==> src/sv/lqat_div.sv <==
// ----------------------------------------------------------------------------
// lqat_div: restoring unsigned divider
// Produces one quotient bit per cycle. A start pulse loads the operands;
// done pulses for one cycle once the quotient is complete.
// ----------------------------------------------------------------------------
module lqat_div #(
    parameter int NUM_W = 17,
    parameter int DEN_W = 5
) (
    input  logic             clk,
    input  logic             rst_n,
    input  logic             start,
    input  logic [NUM_W-1:0] num,
    input  logic [DEN_W-1:0] den,
    output logic             done,
    output logic [NUM_W-1:0] quot
);

    localparam int STEP_W = $clog2(NUM_W + 1);

    logic              busy_reg;
    logic              done_reg;
    logic [STEP_W-1:0] step_reg;
    logic [DEN_W-1:0]  rem_reg;
    logic [NUM_W-1:0]  quo_reg;
    logic [DEN_W-1:0]  den_reg;

    logic [DEN_W:0]    shifted;
    logic [DEN_W:0]    diff;
    logic              fits;
    logic [DEN_W-1:0]  rem_next;

    // One restoring step: shift in the next dividend bit and try the subtract.
    always_comb
    begin
        shifted  = {rem_reg, quo_reg[NUM_W-1]};
        diff     = shifted - {1'b0, den_reg};
        fits     = (shifted >= {1'b0, den_reg});
        rem_next = fits ? diff[DEN_W-1:0] : shifted[DEN_W-1:0];
    end

    // Step counter and completion flag.
    always_ff @(posedge clk or negedge rst_n)
    begin
        if (!rst_n)
        begin
            busy_reg <= 1'b0;
            done_reg <= 1'b0;
            step_reg <= '0;
        end
        else
        begin
            done_reg <= 1'b0;
            if (start)
            begin
                busy_reg <= 1'b1;
                step_reg <= '0;
            end
            else if (busy_reg)
            begin
                step_reg <= step_reg + STEP_W'(1);
                if (step_reg == STEP_W'(NUM_W - 1))
                begin
                    busy_reg <= 1'b0;
                    done_reg <= 1'b1;
                end
            end
        end
    end

    // Remainder and quotient shift register.
    always_ff @(posedge clk)
    begin
        if (start)
        begin
            rem_reg <= '0;
            quo_reg <= num;
            den_reg <= den;
        end
        else if (busy_reg)
        begin
            rem_reg <= rem_next;
            quo_reg <= {quo_reg[NUM_W-2:0], fits};
        end
    end

    assign done = done_reg;
    assign quot = quo_reg;

endmodule

==> config.mk <==
export PLATFORM = sky130hd
export DESIGN_NAME = lqat_div
export DESIGN_NICKNAME = d
export VERILOG_FILES = /design/src/sv/lqat_div.sv
export SDC_FILE = /design/constraint.sdc
export NUM_CORES = 1
export LEC_CHECK = 0
export BUFFER_PORTS_ARGS = -buffer_cell sky130_fd_sc_hd__clkbuf_2
export CORE_ASPECT_RATIO = 0.75
export CORE_MARGIN = 2
export CORE_UTILIZATION = 35
export DETAILED_ROUTE_END_ITERATION = 16
export GPL_TIMING_DRIVEN = 0
export MAX_ROUTING_LAYER = met4
export PLACE_DENSITY = 0.68
export SYNTH_ARGS = -nofsm -noshare
export SYNTH_HDL_FRONTEND = slang
export SYNTH_SLANG_ARGS = --single-unit
==> constraint.sdc <==
create_clock -name clk -period 1.9 [get_ports clk]
set_input_delay 0.38 -clock clk [delete_from_list [all_inputs] [get_ports clk]]
set_output_delay 0.38 -clock clk [all_outputs]
set_load 0.01 [all_outputs]
==> metrics.csv, run 1 <==
stage,metric,value,unit
run_status,status,"finished, violations left",
run_status,failing_checks,negative setup slack,
critical_path,worst-path-max-fanout,4,
clock_network,cts-buffers-inserted,5,
logic_synthesis,synth.yosys.seq_area_share,56.9,%
drt,post_route_drc,0,
floorplan,core_outline_area,0.00449,mm^2
grt,grt_usage,12.6,%
clock_network,cts_htree_levels,2,
logic_synthesis,synth_async_sr_flop_share,20.6,%
logic_synthesis,post_synth_num_cell_types,38,
logic_synthesis,postSynthAreaPerCell,13.2,um^2
timing,setup_viol,6,
placed_design,placedInstanceArea,0.00193,mm^2
critical_path,endpoint_kind,register,
worst_hold_path,hp-start,den[2],
critical_path,r2r.worst_path.cells,8,
logic_synthesis,synth_xor_xnor_area_share,3.20,%
logic_synthesis,synth_fp_nets,158,
logic_synthesis,post-synth-top-count-cell,sky130_fd_sc_hd__edfxtp_1,
worst_hold_path,hold_depth,1,
logic_synthesis,yosys.area.top_type_share,40.2,%
floorplan,overall_die_width,83.1,um
critical_path,critical_path_arrival,2.20,ns
placed_design,post-dp-hpwl,2270,um
cells_and_area,fin_util,49.0,%
placed_design,place_worst_setup_slack,-0.350,ns
logic_synthesis,synth_edf_count,22,
logic_synthesis,synthesis.instances,125,
critical_path,timing.critical_path.required,1.93,ns
placed_design,port-buffer-count,42,
clock_network,clock-sinks,34,
critical_path,r2r_end,quot[0]$_DFFE_PP_,
clock_network,clock_insertion_delay_worst_skew,0.28,ns
grt,antenna_found_initial,0,
timing,layout_min_cycle_time,2.17,ns
timing,worst_slew_pin_slew,0.452,ns
logic_synthesis,synth.mux.area_fraction,13.2,%
grt,maximum_number_of_pins_on_one_net_before_global_route_repair,19,
cells_and_area,finish.net_count,214,
grt,grt_pass1_wl,5090,um
timing,skew,0.00606,ns
timing,final.setup.worst_slack,-0.269,ns
timing,timing_max_transition_violations_final,0,
drt,vias_per_cell,4.87,
drt,drtIter0Drc,43,
logic_synthesis,synthAdderAreaFrac,6.54,%
timing,fmax,461,MHz
logic_synthesis,netlist_area,0.00164,mm^2
drt,route.detailed.wl_per_inst,13.5,um
logic_synthesis,synth_simple_gate_area_share,9.59,%
timing,period_share,114,%
critical_path,start_kind,register,
floorplan,io-pin-count,43,
cells_and_area,max_reg_flops,17,
power_and_ir_drop,power.leakage,0.982,nW
timing,headroom_to_the_max_slew_limit,69.9,%
logic_synthesis,synth_top_cells_by_count,"sky130_fd_sc_hd__edfxtp_1 (22), sky130_fd_sc_hd__mux2_2 (17), sky130_fd_sc_hd__inv_1 (10), sky130_fd_sc_hd__nor2_1 (9)",
timing,setup_repair_after_global_routing_missed_its_margin,true,
critical_path,ff_to_ff_setup_slack,-0.27,ns
logic_synthesis,synth_warnings,0,
power_and_ir_drop,vdd.ir_drop.worst,668,uV
critical_path,ff_to_ff_start,quot[16]$_DFFE_PP_,
logic_synthesis,synth_top_family_by_area,multiplexers,
timing,hold_viol_final,0,
logic_synthesis,synthesized_area_fraction_occupied_by_ao_oa_aoi_and_oai_cells,7.08,%
cells_and_area,post-route-cell-area,0.00220,mm^2
worst_hold_path,holdPathEnd,den_reg[2]$_DFFE_PP_,
logic_synthesis,yosysTopAreaCell,sky130_fd_sc_hd__edfxtp_1,
job,maxCapViolCount,0,
clock_network,clkTransAtPathRegs,0.07,ns
logic_synthesis,yosys_register_bits,34,
drt,antenna_left,0,
logic_synthesis,synth_area_leaders,"sky130_fd_sc_hd__edfxtp_1 (40%), sky130_fd_sc_hd__mux2_2 (12%), sky130_fd_sc_hd__dfrtp_1 (11%), sky130_fd_sc_hd__dfxtp_1 (6.1%), sky130_fd_sc_hd__ha_1 (5.3%)",
cells_and_area,drive_gt1_share,51.1,%
drt,drtPass1Iterations,6,
floorplan,dieArea,0.00527,mm^2
logic_synthesis,ys.flop_type,sky130_fd_sc_hd__edfxtp_1,
placed_design,place.gp.congestion,0.781,
floorplan,start_util,36.6,%
floorplan,floorplan.rows,21,
drt,vias,1163,
clock_network,clock_tree_from_tritoncts,built,
timing,setup-tns-final,-1.12,ns
critical_path,worst-setup-path-type,register to register,
clock_network,cts_root_buf,sky130_fd_sc_hd__clkbuf_8,
grt,number_of_global_route_vias_before_repair,1089,
grt,overflow,0,
floorplan,die_h,63.4,um
power_and_ir_drop,power_density,1170,mW/mm^2
clock_network,clock_tree.buffer_depth,2,
cells_and_area,area_delta_synth_final,33.8,%
cells_and_area,antenna-diode-count,0,
drt,drt-total-wl,3230,um
worst_hold_path,worstHoldPathType,input port to register,
[cell type report]
class | count | area, um^2
clock buffer | 5 | 68.8
sequential | 34 | 936
buffer | 4 | 20.0
timing repair buffer | 49 | 265
inverter | 10 | 37.5
clock inverter | 3 | 63.8
tap | 57 | 71.3
multi-input combinational | 77 | 737
fill | 415 | 2290
[what timing repair did]
action | in CTS | in global routing
resized for setup | 10 | 7
setup endpoints to repair | 6 | 6
setup buffers | 5 | 1
hold endpoints to repair | 7 | 0
pin swaps | 12 | 6
hold buffers | 1 | 0
[worst max-delay path, cell delays in order, from the launching register on]
cell and delay (ns):
sky130_fd_sc_hd__edfxtp_1 0.44, sky130_fd_sc_hd__inv_2 0.11, sky130_fd_sc_hd__ha_4 0.13, sky130_fd_sc_hd__inv_2 0.03, sky130_fd_sc_hd__fa_2 0.33, sky130_fd_sc_hd__a21o_1 0.19, sky130_fd_sc_hd__o211ai_1 0.24, sky130_fd_sc_hd__nand2_1 0.15
sky130_fd_sc_hd__mux2_4 0.29
[kinds of logic after synthesis]
| logic type | after synthesis |
|---|---|
| AOI/OAI and AO/OA | 14 |
| DFF | 34 |
| buffers and inverters | 14 |
| and+or+nand+nor | 30 |
| adders and majority gates | 8 |
| xor gates and xnor gates | 6 |
| muxes | 19 |
[through the flow]
| step | cells | hold WS [ns] | total power [mW] |
|---|---|---|---|
| final | 239 | 0.277 | 2.58 |
| after global routing | 239 | 0.262 | 2.71 |
| after CTS | 238 | 0.267 | 2.49 |
| after detailed placement | 224 | 0.231 | 1.57 |
| after global placement | 224 | 0.229 | 1.56 |
| after floorplan | 125 | 0.0844 | 1.39 |
[layer usage]
layer  share of wire [%]  vias to the layer above  GRT usage [%]  wire [um]
met5                   0                        -              -          0
met4                0.31                        0           1.84         10
met3                 3.2                        2           4.46        103
met2                  44                       19           16.8       1430
met1                  52                      575           18.7       1690
li1                    -                      567              -          -
[worst max path at each step]
| stage | startpoint | to | slack [ns] | cells past startpoint |
|---|---|---|---|---|
| finish | quot[16]$_DFFE_PP_ | quot[0]$_DFFE_PP_ | -0.27 | 8 |
| floorplan | quot[16]$_DFFE_PP_ | quot[0]$_DFFE_PP_ | -0.17 | 8 |
| global placement | quot[16]$_DFFE_PP_ | quot[0]$_DFFE_PP_ | -0.33 | 8 |
| detailed placement | quot[16]$_DFFE_PP_ | quot[0]$_DFFE_PP_ | -0.35 | 8 |
| CTS | quot[16]$_DFFE_PP_ | quot[0]$_DFFE_PP_ | -0.25 | 8 |
| global route | quot[16]$_DFFE_PP_ | quot[0]$_DFFE_PP_ | -0.36 | 8 |
[power by group]
| group | internal, mW | switching, mW |
|---|---|---|
| logic | 0.420 | 0.390 |
| clock network | 0.519 | 0.256 |
| registers | 0.911 | 0.0808 |
| total | 1.85 | 0.727 |
[cells in the final DEF, fill, tap and decap left out, types with 2 or more instances in the layout]
cell type and count:
sky130_fd_sc_hd__a21o_1 2, sky130_fd_sc_hd__a311oi_2 2, sky130_fd_sc_hd__buf_2 4, sky130_fd_sc_hd__buf_4 6
sky130_fd_sc_hd__bufinv_16 2, sky130_fd_sc_hd__clkbuf_2 42, sky130_fd_sc_hd__clkbuf_8 5, sky130_fd_sc_hd__dfrtp_1 7
sky130_fd_sc_hd__dfxtp_1 5, sky130_fd_sc_hd__edfxtp_1 22, sky130_fd_sc_hd__ha_1 6, sky130_fd_sc_hd__inv_1 8
sky130_fd_sc_hd__inv_2 2, sky130_fd_sc_hd__mux2_2 16, sky130_fd_sc_hd__mux2_4 2, sky130_fd_sc_hd__nand2_1 7
sky130_fd_sc_hd__nand4_1 2, sky130_fd_sc_hd__nor2_1 9, sky130_fd_sc_hd__xor2_1 5
Note: power is estimated with default switching activity, not from simulation.
==> run 2, diff against run 1 <==
--- a/config.mk
+++ b/config.mk
@@ -8,11 +8,11 @@
 export BUFFER_PORTS_ARGS = -buffer_cell sky130_fd_sc_hd__clkbuf_2
 export CORE_ASPECT_RATIO = 0.75
 export CORE_MARGIN = 2
-export CORE_UTILIZATION = 35
+export CORE_UTILIZATION = 47
 export DETAILED_ROUTE_END_ITERATION = 16
 export GPL_TIMING_DRIVEN = 0
 export MAX_ROUTING_LAYER = met4
-export PLACE_DENSITY = 0.68
+export PLACE_DENSITY = 0.8
 export SYNTH_ARGS = -nofsm -noshare
 export SYNTH_HDL_FRONTEND = slang
 export SYNTH_SLANG_ARGS = --single-unit
==> run 2 against run 1 <==
- the flow still finishes with violations (negative setup slack)
- power fell by 3.2%
- register-to-register slack got worse by 0.03 ns
- wire length rose by 15%
- global-route usage rose by 7.7 points
- final area fell by 1.6%
- sequential share of layout area rose by 0.69 points
==> metrics.csv, run 2 (same netlist as run 1, synthesis figures left out) <==
stage,metric,value,unit
drt,post_route_drc,0,
grt,grt_usage,20.3,%
critical_path,critical_path_arrival,2.25,ns
clock_network,cts_htree_levels,2,
drt,route.detailed.wl_per_inst,16.7,um
clock_network,clock-sinks,34,
critical_path,critical_path.n_buffers_inverters,2,
critical_path,start_kind,register,
floorplan,core_outline_area,0.00331,mm^2
clock_network,clock_tree.buffer_depth,2,
cells_and_area,fin_util,65.4,%
worst_hold_path,worstHoldPathType,input port to register,
floorplan,die_h,55.2,um
grt,antenna_found_initial,0,
clock_network,clock_tree_from_tritoncts,built,
cells_and_area,layout_commonest_cell,sky130_fd_sc_hd__clkbuf_2,
power_and_ir_drop,power_density,1150,mW/mm^2
grt,overflow,0,
placed_design,place.gp.congestion,0.871,
grt,grt_pass1_wl,5890,um
timing,skew,0.00803,ns
critical_path,worst-path-max-fanout,4,
run_status,failing_checks,negative setup slack,
timing,final.setup.worst_slack,-0.300,ns
drt,drt-total-wl,3720,um
timing,hold_viol_final,0,
cells_and_area,max_reg_flops,17,
critical_path,critical_path.cell_chain,inv_2 -> ha_4 -> inv_2 -> fa_2 -> a21o_1 -> o211ai_1 -> nand2_2 -> mux2_4,
cells_and_area,post-route-cell-area,0.00216,mm^2
floorplan,start_util,49.7,%
placed_design,post-dp-hpwl,2410,um
timing,hold_slack,0.262,ns
timing,layout_min_cycle_time,2.20,ns
drt,vias_per_cell,5.44,
floorplan,io-pin-count,43,
grt,maximum_number_of_pins_on_one_net_before_global_route_repair,19,
critical_path,timing.critical_path.slowest_stage_cell,sky130_fd_sc_hd__edfxtp_1,
job,maxCapViolCount,0,
timing,period_share,116,%
drt,drtIter0Drc,93,
cells_and_area,fillerInstances,260,
critical_path,ff_to_ff_setup_slack,-0.30,ns
critical_path,crit_top_cell,sky130_fd_sc_hd__inv_2,
drt,antenna_left,0,
drt,vias,1214,
clock_network,clkTransAtPathRegs,0.07,ns
timing,setup-tns-final,-1.29,ns
critical_path,endpoint_kind,register,
power_and_ir_drop,power.leakage,0.978,nW
clock_network,cts_root_buf,sky130_fd_sc_hd__clkbuf_8,
timing,worst_slew_pin_slew,0.474,ns
cells_and_area,mostFrequentLayoutCells,"sky130_fd_sc_hd__clkbuf_2 (42), sky130_fd_sc_hd__edfxtp_1 (22), sky130_fd_sc_hd__mux2_2 (16)",
clock_network,cts-buffers-inserted,5,
timing,setup_repair_after_global_routing_missed_its_margin,true,
critical_path,worst_path_largest_cell_delay,0.41,ns
floorplan,dieArea,0.00399,mm^2
critical_path,worst-setup-path-type,register to register,
run_status,status,"finished, violations left",
grt,number_of_global_route_vias_before_repair,1231,
floorplan,overall_die_width,72.3,um
cells_and_area,antenna-diode-count,0,
timing,fmax,455,MHz
timing,headroom_to_the_max_slew_limit,68.4,%
cells_and_area,drive_gt1_share,49.7,%
timing,setup_viol,6,
timing,timing_max_transition_violations_final,0,
cells_and_area,area_delta_synth_final,31.7,%
cells_and_area,finish.net_count,215,
critical_path,timing.critical_path.required,1.95,ns
clock_network,clock_insertion_delay_worst_skew,0.29,ns
placed_design,placedInstanceArea,0.00191,mm^2
floorplan,floorplan.rows,18,
power_and_ir_drop,vdd.ir_drop.worst,667,uV
placed_design,port-buffer-count,42,
drt,drtPass1Iterations,4,
critical_path,cpLargestDelayFamily,compound AO/OA/AOI/OAI gates,
==> run 2: worst paths after layout <==
kind	cells after the start	start	to
worst max-delay path	8	quot[16]$_DFFE_PP_	quot[0]$_DFFE_PP_
worst min-delay path	1	den[3]	den_reg[3]$_DFFE_PP_
worst max register to register	8	quot[16]$_DFFE_PP_	quot[0]$_DFFE_PP_
worst min register to register	2	rem_reg[4]$_SDFFE_PP0P_	rem_reg[4]$_SDFFE_PP0P_
max in group asynchronous	2	rst_n	done$_DFF_PN0_
min in group asynchronous	2	rst_n	step_reg[3]$_DFFE_PN0P_
==> run 2: where the power goes <==
| part | internal [mW] | leakage, nW | switching (mW) |
|---|---|---|---|
| logic | 0.418 | 0.564 | 0.439 |
| clock network | 0.387 | 0.0528 | 0.258 |
| registers | 0.911 | 0.361 | 0.0816 |
| total | 1.72 | 0.978 | 0.778 |
==> run 2: through the flow <==
stage / std cells / setup WS (ns) / total power [mW]
final: 223 / -0.300 / 2.49
after detailed placement: 207 / -0.348 / 1.59
after CTS: 220 / -0.302 / 2.34
after floorplan: 125 / -0.169 / 1.39
after global placement: 207 / -0.269 / 1.55
after global routing: 223 / -0.356 / 2.62
==> run 2: metal layers <==
| layer | share of wire (%) | GRT usage, % | vias to the layer above |
|---|---|---|---|
| met5 | 0 | - | - |
| met3 | 5.9 | 4.74 | 12 |
| li1 | - | - | 574 |
| met4 | 2.6 | 9.43 | 0 |
| met2 | 50 | 31.1 | 43 |
| met1 | 42 | 25.7 | 585 |
==> run 2: repair_timing <==
action / in CTS / in global routing
buffers inserted: 4 / 3
hold buffers: 1 / 0
hold endpoints to repair: 7 / 0
setup endpoints to repair: 6 / 6
pin swaps: 6 / 6
gates resized for setup: 3 / 14
==> run 2: area by class of cell <==
class | instances | area (um^2) | area share (%)
Sequential cell | 34 | 936 | 43.2
Multi-Input combinational cell | 77 | 738 | 34.1
Timing Repair Buffer | 50 | 277 | 12.8
Clock buffer | 6 | 72.6 | 3.35
Tap cell | 40 | 50.0 | 2.31
Inverter | 10 | 37.5 | 1.73
Clock inverter | 2 | 33.8 | 1.56
Buffer | 4 | 20.0 | 0.925
==> run 2: worst register-to-register path: cells and delay by family (launching register included) <==
| kind | cells | cell delay, ns |
|---|---|---|
| and+or+nand+nor | 1 | 0.15 |
| DFF | 1 | 0.41 |
| buffers and inverters | 2 | 0.13 |
| muxes | 1 | 0.29 |
| adders and majority gates | 2 | 0.46 |
| AOI/OAI and AO/OA | 2 | 0.51 |
